<file path="src/hw/rtl/tida_pkg.sv">
package tida_pkg;

	localparam int TagLen   = 10;
	localparam int HalfLen  = 5;
	localparam int FifoDepth = 4;
	localparam int FifoAw   = $clog2(FifoDepth);

	localparam logic [7:0] CharLow    = 8'd48;
	localparam logic [7:0] CharHigh   = 8'd90;
	localparam logic [7:0] HoldReset  = 8'd5;
	localparam logic [3:0] LastPos    = 4'(TagLen - 1);

	localparam logic CmdByte = 1'b0;
	localparam logic CmdTick = 1'b1;

	localparam logic [2:0] RegHoldTicks = 3'd0;

	typedef logic [TagLen-1:0][6:0] tag_t;

	typedef struct packed {
		logic is_tick;
		tag_t tag;
	} ev_t;

	function automatic logic [39:0] pack_half(tag_t t, int base);
		logic [39:0] h;
		h = '0;
		for (int i = 0; i < HalfLen; i++) begin
			h[39-8*i -: 8] = {1'b0, t[base+i]};
		end
		return h;
	endfunction

endpackage

</file>
<file path="src/hw/rtl/tida_front.sv">
module tida_front (
	input  logic             clk,
	input  logic             arst_n,
	input  logic             in_fire,
	input  logic             cmd,
	input  logic [7:0]       rx_byte,
	output logic             push,
	output tida_pkg::ev_t    push_ev
);
	import tida_pkg::*;

	tag_t       buf_q;
	logic [3:0] pos_q;
	logic       is_char;

	assign is_char = (cmd == CmdByte) && (rx_byte >= CharLow) && (rx_byte <= CharHigh);

	always_ff @(posedge clk) begin
		if (in_fire && is_char) begin
			buf_q[pos_q] <= rx_byte[6:0];
		end
	end

	always_ff @(posedge clk or negedge arst_n) begin
		if (!arst_n) begin
			pos_q <= '0;
		end else if (in_fire && is_char) begin
			pos_q <= (pos_q == LastPos) ? 4'd0 : pos_q + 4'd1;
		end
	end

	always_comb begin
		push_ev.is_tick = (cmd == CmdTick);
		push_ev.tag     = buf_q;
		push_ev.tag[TagLen-1] = rx_byte[6:0];
	end

	assign push = in_fire && ((cmd == CmdTick) || (is_char && pos_q == LastPos));

endmodule

</file>
<file path="src/hw/rtl/tida_fifo.sv">
module tida_fifo (
	input  logic           clk,
	input  logic           arst_n,
	input  logic           push,
	input  tida_pkg::ev_t  push_ev,
	input  logic           pop,
	output tida_pkg::ev_t  head,
	output logic           empty,
	output logic           full
);
	import tida_pkg::*;

	ev_t                mem_q [FifoDepth];
	logic [FifoAw-1:0]  wr_q;
	logic [FifoAw-1:0]  rd_q;
	logic [FifoAw:0]    cnt_q;

	assign empty = (cnt_q == '0);
	assign full  = (cnt_q == (FifoAw+1)'(FifoDepth));
	assign head  = mem_q[rd_q];

	always_ff @(posedge clk) begin
		if (push) begin
			mem_q[wr_q] <= push_ev;
		end
	end

	always_ff @(posedge clk or negedge arst_n) begin
		if (!arst_n) begin
			wr_q  <= '0;
			rd_q  <= '0;
			cnt_q <= '0;
		end else begin
			if (push) begin
				wr_q <= wr_q + 1'b1;
			end
			if (pop) begin
				rd_q <= rd_q + 1'b1;
			end
			if (push && !pop) begin
				cnt_q <= cnt_q + 1'b1;
			end else if (pop && !push) begin
				cnt_q <= cnt_q - 1'b1;
			end
		end
	end

endmodule

</file>
<file path="src/hw/rtl/tida_back.sv">
module tida_back (
	input  logic           clk,
	input  logic           arst_n,
	input  logic [7:0]     hold_ticks,
	input  tida_pkg::ev_t  head,
	input  logic           empty,
	output logic           pop,
	output logic           out_valid,
	input  logic           out_ready,
	output logic [79:0]    out_data
);
	import tida_pkg::*;

	tag_t        rem_q;
	logic        rem_valid_q;
	logic        hold_active_q;
	logic [7:0]  hold_count_q;
	logic        out_valid_q;
	logic [79:0] out_data_q;
	logic [7:0]  count_next;
	logic        is_new;

	assign pop        = !empty && (!out_valid_q || out_ready);
	assign count_next = hold_count_q + 8'd1;
	assign is_new     = !rem_valid_q || (head.tag != rem_q);
	assign out_valid  = out_valid_q;
	assign out_data   = out_data_q;

	always_ff @(posedge clk) begin
		if (pop && !head.is_tick && is_new) begin
			rem_q      <= head.tag;
			out_data_q <= {pack_half(head.tag, HalfLen), pack_half(head.tag, 0)};
		end
	end

	always_ff @(posedge clk or negedge arst_n) begin
		if (!arst_n) begin
			rem_valid_q   <= 1'b0;
			hold_active_q <= 1'b0;
			hold_count_q  <= '0;
			out_valid_q   <= 1'b0;
		end else begin
			if (pop && !head.is_tick && is_new) begin
				out_valid_q <= 1'b1;
			end else if (out_ready) begin
				out_valid_q <= 1'b0;
			end
			if (pop) begin
				if (head.is_tick) begin
					if (hold_active_q) begin
						if (count_next >= hold_ticks) begin
							rem_valid_q   <= 1'b0;
							hold_active_q <= 1'b0;
							hold_count_q  <= '0;
						end else begin
							hold_count_q <= count_next;
						end
					end
				end else if (is_new) begin
					rem_valid_q <= 1'b1;
				end else if (!hold_active_q) begin
					hold_active_q <= 1'b1;
					hold_count_q  <= '0;
				end
			end
		end
	end

endmodule

</file>
<file path="src/hw/rtl/tag_id_assembler_dedup.sv">
// Tag ID assembler with repeat suppression.
// Input stream (s_axis_*): one transfer per event. tuser = cmd (0 = serial
// byte in tdata, 1 = one time tick). Bytes outside '0'..'Z' are dropped; the
// rest fill a ten-character tag. Each completed tag is reported on the output
// stream (m_axis_*) unless it repeats the remembered tag, in which case a hold
// timer starts; after hold_ticks ticks the remembered tag is forgotten.
// Output tdata: tag chars 0..4 in [39:0], chars 5..9 in [79:40], first char
// of each half in its top byte.
// The completing byte transfer is written into the event queue, then popped
// into the compare stage, whose output register drives m_axis_tvalid.
// Throughput: one input transfer per cycle; a four-entry event queue sits
// between the assembler and the compare/timer stage, so input keeps flowing
// while a result waits for m_axis_tready, until the queue fills.
// APB: hold_ticks at address 0 (reset 5); write only while idle.
// Reset (arst_n low) clears position, remembered tag, timer and output valid.
module tag_id_assembler_dedup (
	input  logic        clk,
	input  logic        arst_n,
	input  logic        psel,
	input  logic        penable,
	input  logic        pwrite,
	input  logic [2:0]  paddr,
	input  logic [31:0] pwdata,
	output logic [31:0] prdata,
	output logic        pready,
	input  logic        s_axis_tvalid,
	output logic        s_axis_tready,
	input  logic [7:0]  s_axis_tdata,   // [7:0] rx_byte
	input  logic        s_axis_tuser,   // [0] cmd
	output logic        m_axis_tvalid,
	input  logic        m_axis_tready,
	output logic [79:0] m_axis_tdata    // [39:0] tag_first_half, [79:40] tag_second_half
);
	import tida_pkg::*;

	logic [7:0] hold_ticks_q;
	logic       in_fire;
	logic       push;
	ev_t        push_ev;
	ev_t        head;
	logic       pop;
	logic       empty;
	logic       full;

	assign pready = 1'b1;
	assign prdata = (paddr == RegHoldTicks) ? {24'd0, hold_ticks_q} : 32'd0;

	always_ff @(posedge clk or negedge arst_n) begin
		if (!arst_n) begin
			hold_ticks_q <= HoldReset;
		end else if (psel && penable && pwrite && paddr == RegHoldTicks) begin
			hold_ticks_q <= pwdata[7:0];
		end
	end

	assign s_axis_tready = !full;
	assign in_fire       = s_axis_tvalid && s_axis_tready;

	tida_front u_front (
		.clk     (clk),
		.arst_n  (arst_n),
		.in_fire (in_fire),
		.cmd     (s_axis_tuser),
		.rx_byte (s_axis_tdata),
		.push    (push),
		.push_ev (push_ev)
	);

	tida_fifo u_fifo (
		.clk     (clk),
		.arst_n  (arst_n),
		.push    (push),
		.push_ev (push_ev),
		.pop     (pop),
		.head    (head),
		.empty   (empty),
		.full    (full)
	);

	tida_back u_back (
		.clk        (clk),
		.arst_n     (arst_n),
		.hold_ticks (hold_ticks_q),
		.head       (head),
		.empty      (empty),
		.pop        (pop),
		.out_valid  (m_axis_tvalid),
		.out_ready  (m_axis_tready),
		.out_data   (m_axis_tdata)
	);

endmodule

</file>
<file path="config.mk">
export PLATFORM = sky130hd
export DESIGN_NAME = tag_id_assembler_dedup
export DESIGN_NICKNAME = d
export VERILOG_FILES = /design/src/hw/rtl/tida_pkg.sv /design/src/hw/rtl/tida_front.sv /design/src/hw/rtl/tida_fifo.sv /design/src/hw/rtl/tida_back.sv /design/src/hw/rtl/tag_id_assembler_dedup.sv
export SDC_FILE = /design/constraint.sdc
export NUM_CORES = 1
export LEC_CHECK = 0
export ABC_AREA = 1
export BUFFER_PORTS_ARGS = -buffer_cell sky130_fd_sc_hd__clkbuf_2
export CORE_ASPECT_RATIO = 2
export CORE_MARGIN = 10
export CORE_UTILIZATION = 59
export DETAILED_ROUTE_END_ITERATION = 8
export PLACE_DENSITY = 0.84
export SYNTH_ARGS = -nofsm -noshare
export SYNTH_HDL_FRONTEND = slang
export SYNTH_SLANG_ARGS = --single-unit
</file>
<file path="constraint.sdc">
create_clock -name clk -period 7.05 [get_ports clk]
set_clock_uncertainty 0.2 [all_clocks]
set_input_delay 0.3525 -clock clk [delete_from_list [all_inputs] [get_ports clk]]
set_output_delay 0.3525 -clock clk [all_outputs]
set_load 0.01 [all_outputs]
</file>
==> results.tsv, run 1 <==
stage	metric	value	unit
timing	Tcrit/Tclk final	73.6	%
critical_path	CP cell instances	clkinv_2 > buf_4 > nand3_1 > nand2_1 > nand2_1 > nand2_1 > nor2_1 > nand2_1 > nor2_1 > nand3_1 > nor2_1 > nand2_1 > nand3_1 > clkinv_2 > buf_4	
synth	Yosys cell types	34	
place	placed cell area	0.0190	mm2
clock_tree	number of hold buffers added after cts	11	
critical_path	r2r worst-path depth	15	
routing	Vias/cell	5.81	
job	Max-Cap Viols	0	
final_layout	ant diodes	0	
global_route	All-Layer GR Usage	22.9	%
synth	Post-synth EDFFs	417	
clock_tree	CTS buffer count	37	
synth	cell count after synthesis	1545	
critical_path	CP Max Fanout	57	
timing	Pins Over Slew Limit	0	
clock_tree	clock buffer depth	3	
pwr	Static Leak	8.19	nW
critical_path	CP dominant cell by count	nand2_1	
global_route	first-pass GRT wire length	68.1	mm
final_layout	design area	0.0203	mm2
final_layout	non-filler cells, final	2060	
place	DP HPWL	27.5	mm
clock_tree	PostCTS Resize Cnt	0	
pwr	peak supply drop	0.300	mV
timing	setup_tns	0	ns
pwr	Pwr Density	439	mW/mm2
place	routability cong.	0.824	
critical_path	WP data required	7.02	ns
floorplan	die height	269	um
critical_path	Arrival @ worst endpoint	5.16	ns
min_path	HP Class	in2reg	
final_layout	Layout Nets	1728	
routing	routed len/inst	21.7	um
final_layout	Final Util	66.1	%
floorplan	Die Wd	145	um
synth	Synth warnings	0	
timing	RSZ-0062 raised after global routing	no	
clock_tree	root buf cell	clkbuf_16	
critical_path	CP Capture Point	u_back.out_data[22]	
status	outcome	finished, final reports clean	
routing	DR iter-0 viols	1242	
clock_tree	CTS sink count	447	
timing	setup violators final	0	
global_route	GRT Residual Overflow	0	
place	post-placement cell count	1983	
final_layout	share of layout cells above drive strength 1	11.0	%
critical_path	RR Endpoint	u_back.out_data[22]	
floorplan	number of rows in the core area	91	
synth	share of synthesized registers carrying an async set or reset	6.71	%
synth	syn avg cell area	11.9	um2
timing	worst hold slack	0.0958	ns
timing	actual slew at the worst max-slew pin	1.31	ns
synth	register area share after synthesis	72.3	%
critical_path	startpoint type of the worst setup path	flip-flop	
place	PortBufs	106	
synth	Post-synth top flop	edfxtp_1	
global_route	vias in the first global route	12504	
pwr	Total Power	8.92	mW
floorplan	starting density of the core	59.7	%
synth	Yosys reg bits	447	
timing	f_max	193	MHz
place	Setup WS pre-CTS	1.99	ns
critical_path	FF-to-FF Start	u_fifo.rd_q[1]	
timing	Max transition margin	12.6	%
clock_tree	H-tree Lvls	2	
critical_path	flop2flop setup slack	1.86	ns
global_route	largest net degree at the start of global routing	97	
routing	DRC Markers	0	
synth	Netlist Area Pre-Place	0.0184	mm2
timing	Final Hold Viols	0	
critical_path	Worst Setup SP	u_fifo.rd_q[1]	
floorplan	core region area	0.0307	mm2
timing	Final min period	5.19	ns
floorplan	Boundary Pins	166	
routing	vias	11977	
global_route	initial antenna violation count	0	
critical_path	max incr delay on CP	0.85	ns
clock_tree	worst-skew pair later-pin latency	0.55	ns
final_layout	Layout area overhead	10.6	%
critical_path	type of the worst setup path	reg2reg	
floorplan	Die Area	0.0390	mm2
clock_tree	CTS clk-pin slew, worst paths	0.06	ns
timing	worst setup margin	1.86	ns
routing	antenna viol nets, final	0	
critical_path	Slowest-stage cell, CP	dfrtp_2	
critical_path	element type at the critical path end	flip-flop	
routing	Routed WL	44.6	mm
routing	First-pass DRT Iterations	6	
clock_tree	CTS tree	built	
clock_tree	# Post-CTS Setup Buffers	0	
-- state kept, by name, summed over array words and instances (netlist names), 2 cells and up --
name / flops
u_back.hold_count_q: 8
u_fifo.wr_q: 2
u_fifo.mem_q: 284
u_back.rem_q: 61
u_front.push_ev: 63
hold_ticks_q: 8
u_front.pos_q: 4
u_fifo.cnt_q: 3
u_back.out_data: 9
u_fifo.rd_q: 2
-- metal layers --
| metal | part of all wire, % | global-route usage (%) | vias to the layer above | routed length, um |
|---|---|---|---|---|
| met1 | 32 | 23.8 | 5763 | 14300 |
| li1 | - | - | 5390 | - |
| met2 | 53 | 41.1 | 677 | 23800 |
| met5 | 0 | 0 | - | 0 |
| met4 | 5.8 | 13.4 | 0 | 2600 |
| met3 | 8.9 | 4.31 | 147 | 3950 |
-- power by group --
part           total (mW)  internal [mW]  leakage, nW  switching [mW]
combinational        3.01          0.861         3.46            2.14
sequential           3.89           3.53         4.17           0.358
clock                2.02           1.09        0.564           0.927
total                8.92           5.49         8.19            3.43
-- critical path, delay by kind of cell (launching register included) --
kind	cells	cell delay [ns]
and+or+nand+nor	11	1.55
DFF	1	0.85
buffers and inverters	4	2.10
-- how the worst min path moves through the flow --
| stage | slack [ns] | endpoint | startpoint | cells past startpoint |
|---|---|---|---|---|
| after floorplan | -0.14 | hold_ticks_q[1] | arst_n | 0 |
| after global placement | 0.25 | u_back.hold_count_q[3] | arst_n | 1 |
| after detailed placement | 0.25 | u_back.hold_count_q[3] | arst_n | 1 |
| after CTS | 0.07 | u_front.pos_q[0] | s_axis_tdata[7] | 4 |
| after global routing | 0.09 | u_front.push_ev[32] | s_axis_tdata[4] | 2 |
| final | 0.1 | u_fifo.wr_q[0] | s_axis_tvalid | 4 |
-- cells in the final DEF (no fill, tap or decap), drive strengths merged --
master,synthesis,routed
nand2,512,512
edfxtp,417,417
nand3,158,158
clkbuf,9,151
inv,120,121
nor2,78,78
o21ai,37,37
conb,2,35
nand3b,33,33
dfrtp,28,28
xor2,19,19
ha,15,15
clkinv,0,15
buf,77,13
a21oi,11,11
dlygate4sd3,0,11
nand4,10,10
xnor2,7,7
bufinv,0,3
nor3,2,2
dfstp,2,2
clkinvlp,0,2
a32oi,1,1
or3,1,1
or2,1,1
nor4,1,1
a31oi,1,1
o21a,1,1
o22ai,1,1
fa,1,1
-- cells by family after synthesis --
| logic type | synth area share, % |
|---|---|
| buffers and inverters | 5.57 |
| AOI/OAI and AO/OA | 1.46 |
| xor gates and xnor gates | 1.24 |
| adders and majority gates | 1.13 |
| other | 0.0409 |
| and+or+nand+nor | 18.3 |
| DFF | 72.3 |
-- cells in the mapped netlist, types with 2 or more instances --
cell | number | area (um2)
xor2_1 | 19 | 166
dfstp_2 | 2 | 52.6
conb_1 | 2 | 7.51
buf_2 | 27 | 135
buf_4 | 37 | 278
o21ai_0 | 30 | 150
inv_1 | 118 | 443
clkbuf_1 | 9 | 33.8
nor3_1 | 2 | 10.0
nor2_1 | 78 | 293
o21ai_1 | 7 | 35.0
ha_1 | 15 | 188
buf_1 | 3 | 11.3
nand3_1 | 157 | 786
edfxtp_1 | 417 | 12500
dfrtp_1 | 28 | 701
buf_6 | 10 | 113
xnor2_1 | 7 | 61.3
nand3b_1 | 33 | 248
nand2_1 | 511 | 1920
nand4_1 | 10 | 62.6
a21oi_1 | 11 | 55.1
-- layout make-up --
cell class | count | area [um2]
sequential | 447 | 13300
fill | 2031 | 10400
multi-input combinational | 925 | 4220
clock buffer | 45 | 956
timing repair buffer | 130 | 738
tap | 372 | 465
inverter | 120 | 455
clock inverter | 21 | 205
No activity file was read; power rests on OpenSTA's default activity.
==> run 2: changes to the inputs <==
Settings changed: CORE_UTILIZATION 59 to 54, PLACE_DENSITY 0.84 to 0.81.
Clock period 7.05 ns to 4.77 ns, I/O delays scaled along.
==> run 2 against run 1 <==
Against the previous run: register-to-register slack lost 1.1 ns; combinational power grew 51%; largest power group unchanged; final cell count grew 3.5%; global-route usage shrank 2.3 points.
==> results.tsv, run 2 (synthesis results as in run 1) <==
stage	metric	value	unit	change
clock_tree	CTS sink count	447		unchanged
critical_path	r2r worst-path depth	14		-1
final_layout	max FFs per register	284		unchanged
floorplan	core region area	0.0336	mm2	+9.4%
critical_path	Worst Setup SP	u_fifo.rd_q[0]		
critical_path	Slowest-stage cell, CP	dfrtp_4		
pwr	Static Leak	8.32	nW	+1.7%
timing	f_max	251	MHz	+30%
floorplan	Boundary Pins	166		unchanged
job	Max-Cap Viols	0		unchanged
pwr	Total Power	13.4	mW	+51%
critical_path	kind of cell adding the most delay to the critical path	simple AND/OR/NAND/NOR gates		
routing	antenna viol nets, final	0		unchanged
min_path	HP Class	in2reg		
routing	First-pass DRT Iterations	5		-1
place	PortBufs	106		unchanged
timing	actual slew at the worst max-slew pin	1.15	ns	-0.159 ns
pwr	Pwr Density	649	mW/mm2	+48%
routing	vias	11975		-0.017%
critical_path	CP Max Fanout	77		+35%
critical_path	type of the worst setup path	reg2reg		
final_layout	Layout area overhead	12.8	%	
routing	routed len/inst	20.8	um	-4.2%
global_route	largest net degree at the start of global routing	78		-20%
critical_path	FF-to-FF Start	u_fifo.rd_q[0]		
place	Setup WS pre-CTS	0.882	ns	-1.11 ns
final_layout	Final Util	61.6	%	-4.5 points
critical_path	RR Endpoint	u_back.rem_q[32]		
clock_tree	root buf cell	clkbuf_16		
global_route	GRT Residual Overflow	0		unchanged
timing	setup violators final	0		unchanged
global_route	All-Layer GR Usage	20.6	%	-2.3 points
floorplan	starting density of the core	54.6	%	-5.1 points
status	outcome	finished, final reports clean		
global_route	initial antenna violation count	0		unchanged
final_layout	Most flops, register	u_fifo.mem_q		
timing	Pins Over Slew Limit	0		unchanged
clock_tree	clock buffer depth	3		unchanged
routing	DRC Markers	0		unchanged
timing	setup_tns	0	ns	unchanged
timing	worst hold slack	0.0183	ns	-0.0775 ns
final_layout	most frequent cells in the layout	511 x nand2_1, 417 x edfxtp_1, 157 x nand3_1		
critical_path	max incr delay on CP	0.81	ns	-0.04 ns
critical_path	CP cell instances	buf_12 > nand2_1 > nand3_1 > nand2_1 > xnor2_1 > nor2_1 > nand2_1 > nor2_1 > nand2_1 > nor2_1 > nand2_1 > nand3_1 > clkinv_2 > buf_12		
final_layout	share of layout cells above drive strength 1	11.7	%	+0.71 points
timing	RSZ-0062 raised after global routing	no		
floorplan	number of rows in the core area	95		+4.4%
clock_tree	worst-skew pair later-pin latency	0.53	ns	-0.02 ns
global_route	first-pass GRT wire length	66.3	mm	-2.6%
timing	Final Hold Viols	0		unchanged
critical_path	WP data required	4.78	ns	-2.24 ns
timing	Final min period	3.99	ns	-1.20 ns
place	DP HPWL	27.6	mm	+0.51%
final_layout	Layout Nets	1739		+0.64%
final_layout	most common cell after layout, fill and taps aside	nand2_1		
critical_path	Arrival @ worst endpoint	4.00	ns	-1.16 ns
critical_path	CP Capture Point	u_back.rem_q[32]		
clock_tree	# Post-CTS Setup Buffers	0		unchanged
pwr	peak supply drop	0.591	mV	+97%
clock_tree	CTS buffer count	37		unchanged
timing	Tcrit/Tclk final	83.6	%	+10 points
critical_path	element type at the critical path end	flip-flop		
timing	worst setup margin	0.781	ns	-1.08 ns
routing	DR iter-0 viols	1005		-19%
place	routability cong.	0.828		+0.57%
critical_path	CP dominant cell by count	nand2_1		
critical_path	Critical Path Stages	14		-1
critical_path	CP Buf/Inv Count	3		-1
floorplan	Die Area	0.0422	mm2	+8.3%
clock_tree	CTS tree	built		
timing	Max transition margin	23.3	%	+11 points
critical_path	startpoint type of the worst setup path	flip-flop		
global_route	vias in the first global route	12090		-3.3%
routing	Vias/cell	5.61		-3.4%
floorplan	Die Wd	150	um	+3.9%
floorplan	die height	281	um	+4.2%
clock_tree	CTS clk-pin slew, worst paths	0.07	ns	about the same
critical_path	flop2flop setup slack	0.78	ns	-1.08 ns
final_layout	# fillers	2377		+17%
routing	Routed WL	44.3	mm	-0.76%
clock_tree	H-tree Lvls	2		unchanged
==> run 2: repair_timing <==
action / in CTS / in global routing
gates resized for setup: 0 / 0
hold endpoints to repair: 43 / 0
hold buffers: 15 / 0
==> run 2: layer usage <==
layer  vias to the layer above  share of wire [%]  track usage, %
met5                         -                  0               0
met2                       606                 54            37.4
met1                      5834                 34            21.8
met4                         0                5.3            12.6
li1                       5410                  -               -
met3                       125                7.0            2.72
==> run 2: worst min-delay path by stage <==
stage	start	slack [ns]	cells after the start	end
6_report	s_axis_tdata[4]	0.02	2	u_front.push_ev[18]
5_1_grt	s_axis_tdata[4]	0.01	2	u_front.push_ev[18]
4_1_cts	s_axis_tdata[4]	0.008	2	u_front.push_ev[18]
3_5_place_dp	arst_n	0.15	1	hold_ticks_q[4]
3_3_place_gp	arst_n	0.13	1	hold_ticks_q[4]
2_1_floorplan	arst_n	-0.26	0	hold_ticks_q[1]
==> run 2: stage by stage <==
stage          std cells  area [um2]
2_1_floorplan       1578       18500
6_report            2133       20700
3_5_place_dp        2054       19300
4_1_cts             2132       20700
5_1_grt             2132       20700
3_3_place_gp        2054       19300
==> run 2: power by group <==
part / internal, mW / switching, mW / total (mW)
registers: 5.22 / 0.496 / 5.71
logic: 1.36 / 3.19 / 4.55
clock network: 1.85 / 1.34 / 3.19
total: 8.43 / 5.02 / 13.4
==> run 2: worst reg2reg max path: stages, from the launching register on <==
cell and delay, ns:
dfrtp_4 0.81, buf_12 0.39, nand2_1 0.18, nand3_1 0.10
nand2_1 0.10, xnor2_1 0.14, nor2_1 0.29, nand2_1 0.15
nor2_1 0.11, nand2_1 0.10, nor2_1 0.10, nand2_1 0.14
nand3_1 0.18, clkinv_2 0.28, buf_12 0.31
==> run 2: cell type report <==
cell class / count / area, um2 / area share (%)
multi-input combinational: 925 / 4220 / 20.4
sequential: 447 / 13300 / 64.1
antenna: 1 / 2.50 / 0.0121
clock buffer: 42 / 975 / 4.71
tap: 436 / 546 / 2.63
clock inverter: 21 / 293 / 1.41
inverter: 120 / 454 / 2.19
timing repair buffer: 141 / 943 / 4.56
==> run 3: changes to the inputs <==
Settings changed: CORE_UTILIZATION 54 to 59, PLACE_DENSITY 0.81 to 0.84.
Clock period 4.77 ns to 3.9 ns, I/O delays scaled along.
==> run 3 against run 2 <==
Against the previous run: maximum frequency grew 6.3%; flip-flop and latch count is the same; global-route usage grew 2.9 points; core utilization grew 6.4 points; non-clock buffer count grew 33; design area grew 0.92%; largest cell class unchanged.
==> results.tsv, run 3 (synthesis results as in run 1) <==
stage	metric	value	unit	change
status	outcome	finished, final reports clean		
critical_path	type of the worst setup path	reg2reg		
routing	antenna viol nets, final	0		unchanged
final_layout	most common cell after layout, fill and taps aside	nand2_1		
critical_path	r2r worst-path depth	16		+2
critical_path	flop2flop setup slack	0.15	ns	-0.63 ns
routing	Vias/cell	5.79		+3.2%
global_route	initial antenna violation count	0		unchanged
critical_path	CP Buf/Inv Count	4		+1
global_route	first-pass GRT wire length	69.6	mm	+5.0%
critical_path	RR Endpoint	u_back.rem_q[46]		
timing	actual slew at the worst max-slew pin	0.911	ns	-0.236 ns
final_layout	max FFs per register	284		unchanged
timing	worst setup margin	0.149	ns	-0.632 ns
clock_tree	CTS sink count	447		unchanged
pwr	Int Power	10.2	mW	+21%
clock_tree	worst-skew pair later-pin latency	0.54	ns	about the same
pwr	sw frac	38.1	%	+0.73 points
floorplan	Die Area	0.0390	mm2	-7.6%
routing	vias	12198		+1.9%
timing	Tcrit/Tclk final	96.2	%	+13 points
final_layout	most frequent cells in the layout	511 x nand2_1, 417 x edfxtp_1, 157 x nand3_1		
critical_path	CP Max Fanout	129		+68%
place	DP HPWL	28.3	mm	+2.4%
pwr	clock share of power	22.7	%	-1.0 points
place	routability cong.	0.875		+5.6%
critical_path	CP cell instances	buf_12 > buf_4 > nand2_1 > nand3_1 > nand2_1 > nand2_1 > nand2_1 > nor2_1 > nand2_1 > nor2_1 > nand3_1 > nor2_1 > nand2_1 > nand3_1 > clkinv_2 > buf_12		
timing	f_max	267	MHz	+6.3%
floorplan	Die Wd	145	um	-3.8%
global_route	largest net degree at the start of global routing	130		+67%
job	Max-Cap Viols	0		unchanged
routing	DR iter-0 viols	1193		+19%
critical_path	FF-to-FF Start	u_fifo.rd_q[0]		
timing	Final min period	3.75	ns	-0.238 ns
final_layout	Most flops, register	u_fifo.mem_q		
floorplan	core region area	0.0307	mm2	-8.6%
floorplan	starting density of the core	59.7	%	+5.1 points
clock_tree	CTS clk-pin slew, worst paths	0.07	ns	about the same
pwr	Static Leak	8.43	nW	+1.2%
floorplan	number of rows in the core area	91		-4.2%
final_layout	Layout area overhead	13.8	%	
critical_path	max incr delay on CP	0.47	ns	-0.34 ns
pwr	Seq pwr share	42.0	%	-0.5 points
floorplan	die height	269	um	-4.0%
routing	routed len/inst	21.9	um	+5.2%
timing	Max transition margin	39.1	%	+16 points
critical_path	Critical Path Stages	16		+2
routing	Routed WL	46.0	mm	+3.9%
final_layout	Layout Nets	1772		+1.9%
clock_tree	PostCTS Resize Cnt	0		unchanged
global_route	All-Layer GR Usage	23.5	%	+2.9 points
critical_path	WP data required	3.92	ns	-0.86 ns
pwr	Psw	6.28	mW	+25%
routing	First-pass DRT Iterations	5		unchanged
final_layout	share of layout cells above drive strength 1	12.2	%	+0.55 points
routing	DRC Markers	0		unchanged
timing	RSZ-0062 raised after global routing	no		
timing	setup violators final	0		unchanged
timing	Pins Over Slew Limit	0		unchanged
floorplan	Boundary Pins	166		unchanged
place	PortBufs	106		unchanged
min_path	HP Class	in2reg		
critical_path	Slowest-stage cell, CP	buf_12		
critical_path	Worst Setup SP	u_fifo.rd_q[0]		
critical_path	CP dominant cell by count	nand2_1		
critical_path	startpoint type of the worst setup path	flip-flop		
final_layout	ant diodes	0		-1
clock_tree	root buf cell	clkbuf_16		
timing	Final Hold Viols	0		unchanged
pwr	Pwr Density	789	mW/mm2	+22%
pwr	peak supply drop	0.623	mV	+5.4%
pwr	Comb power frac	35.3	%	+1.5 points
critical_path	CP Capture Point	u_back.rem_q[46]		
critical_path	kind of cell adding the most delay to the critical path	simple AND/OR/NAND/NOR gates		
global_route	GRT Residual Overflow	0		unchanged
clock_tree	clock buffer depth	3		unchanged
place	Setup WS pre-CTS	0.412	ns	-0.470 ns
critical_path	Arrival @ worst endpoint	3.77	ns	-0.23 ns
clock_tree	H-tree Lvls	2		unchanged
critical_path	element type at the critical path end	flip-flop		
clock_tree	CTS tree	built		
timing	setup_tns	0	ns	unchanged
global_route	vias in the first global route	12708		+5.1%
clock_tree	CTS buffer count	37		unchanged
==> run 3: changes by cell type in the layout (fill, tap and decap cells not counted), sizes merged <==
cell         before  now
buf              20   35
bufinv            7    3
clkbuf          148  154
clkinvlp          2    5
diode             1    0
dlygate4sd3      15   33
==> run 3: final cells by class <==
| class | count | area (um2) |
|---|---|---|
| clock inverter | 20 | 198 |
| inverter | 120 | 454 |
| tap | 372 | 465 |
| fill | 1973 | 9840 |
| sequential | 447 | 13300 |
| timing repair buffer | 174 | 1260 |
| multi-input combinational | 925 | 4220 |
| clock buffer | 48 | 1020 |
==> run 3: repair_timing <==
action	in CTS	in global routing
setup buffers	0	0
endpoints found under the setup margin	0	0
hold buffers	33	0
endpoints found under the hold margin	88	0
==> run 3: power groups by stage <==
stage	Clock [mW]	Combinational, mW	Sequential [mW]
floorplan	0	3.52	7.06
global placement	0	5.40	6.95
detailed placement	0	5.66	7.01
CTS	3.76	5.78	6.91
global route	3.95	6.41	7.00
finish	3.74	5.83	6.93
==> run 3: worst min path at each step <==
| stage | startpoint | endpoint | slack, ns | cells after the start |
|---|---|---|---|---|
| floorplan | arst_n | hold_ticks_q[1] | -0.30 | 0 |
| global placement | arst_n | u_back.hold_count_q[4] | 0.11 | 1 |
| detailed placement | arst_n | u_back.hold_count_q[3] | 0.12 | 1 |
| CTS | s_axis_tdata[4] | u_front.push_ev[60] | 0.05 | 2 |
| global route | s_axis_tdata[4] | u_front.push_ev[18] | 0.07 | 2 |
| finish | s_axis_tdata[5] | u_front.push_ev[5] | 0.06 | 2 |
==> run 3: per-stage QoR <==
| stage | utilization, % | hold slack [ns] | std cells | area, um2 | total power [mW] |
|---|---|---|---|---|---|
| 6_report | 68.0 | 0.0588 | 2106 | 20900 | 16.5 |
| 5_1_grt | 68.0 | 0.0652 | 2106 | 20900 | 17.4 |
| 4_1_cts | 68.0 | 0.0545 | 2106 | 20900 | 16.5 |
| 3_5_place_dp | 63.0 | 0.117 | 2005 | 19400 | 12.7 |
| 3_3_place_gp | 63.0 | 0.112 | 2005 | 19400 | 12.4 |
| 2_1_floorplan | - | -0.301 | 1578 | 18500 | 10.6 |
==> run 3: per-layer routing <==
| layer | vias up | global-route usage [%] | routed length (um) |
|---|---|---|---|
| li1 | 5471 | - | - |
| met1 | 5889 | 23.6 | 14600 |
| met2 | 660 | 42.1 | 24600 |
| met3 | 178 | 4.49 | 3760 |
| met4 | 0 | 15.7 | 3130 |
| met5 | - | 0 | 0 |
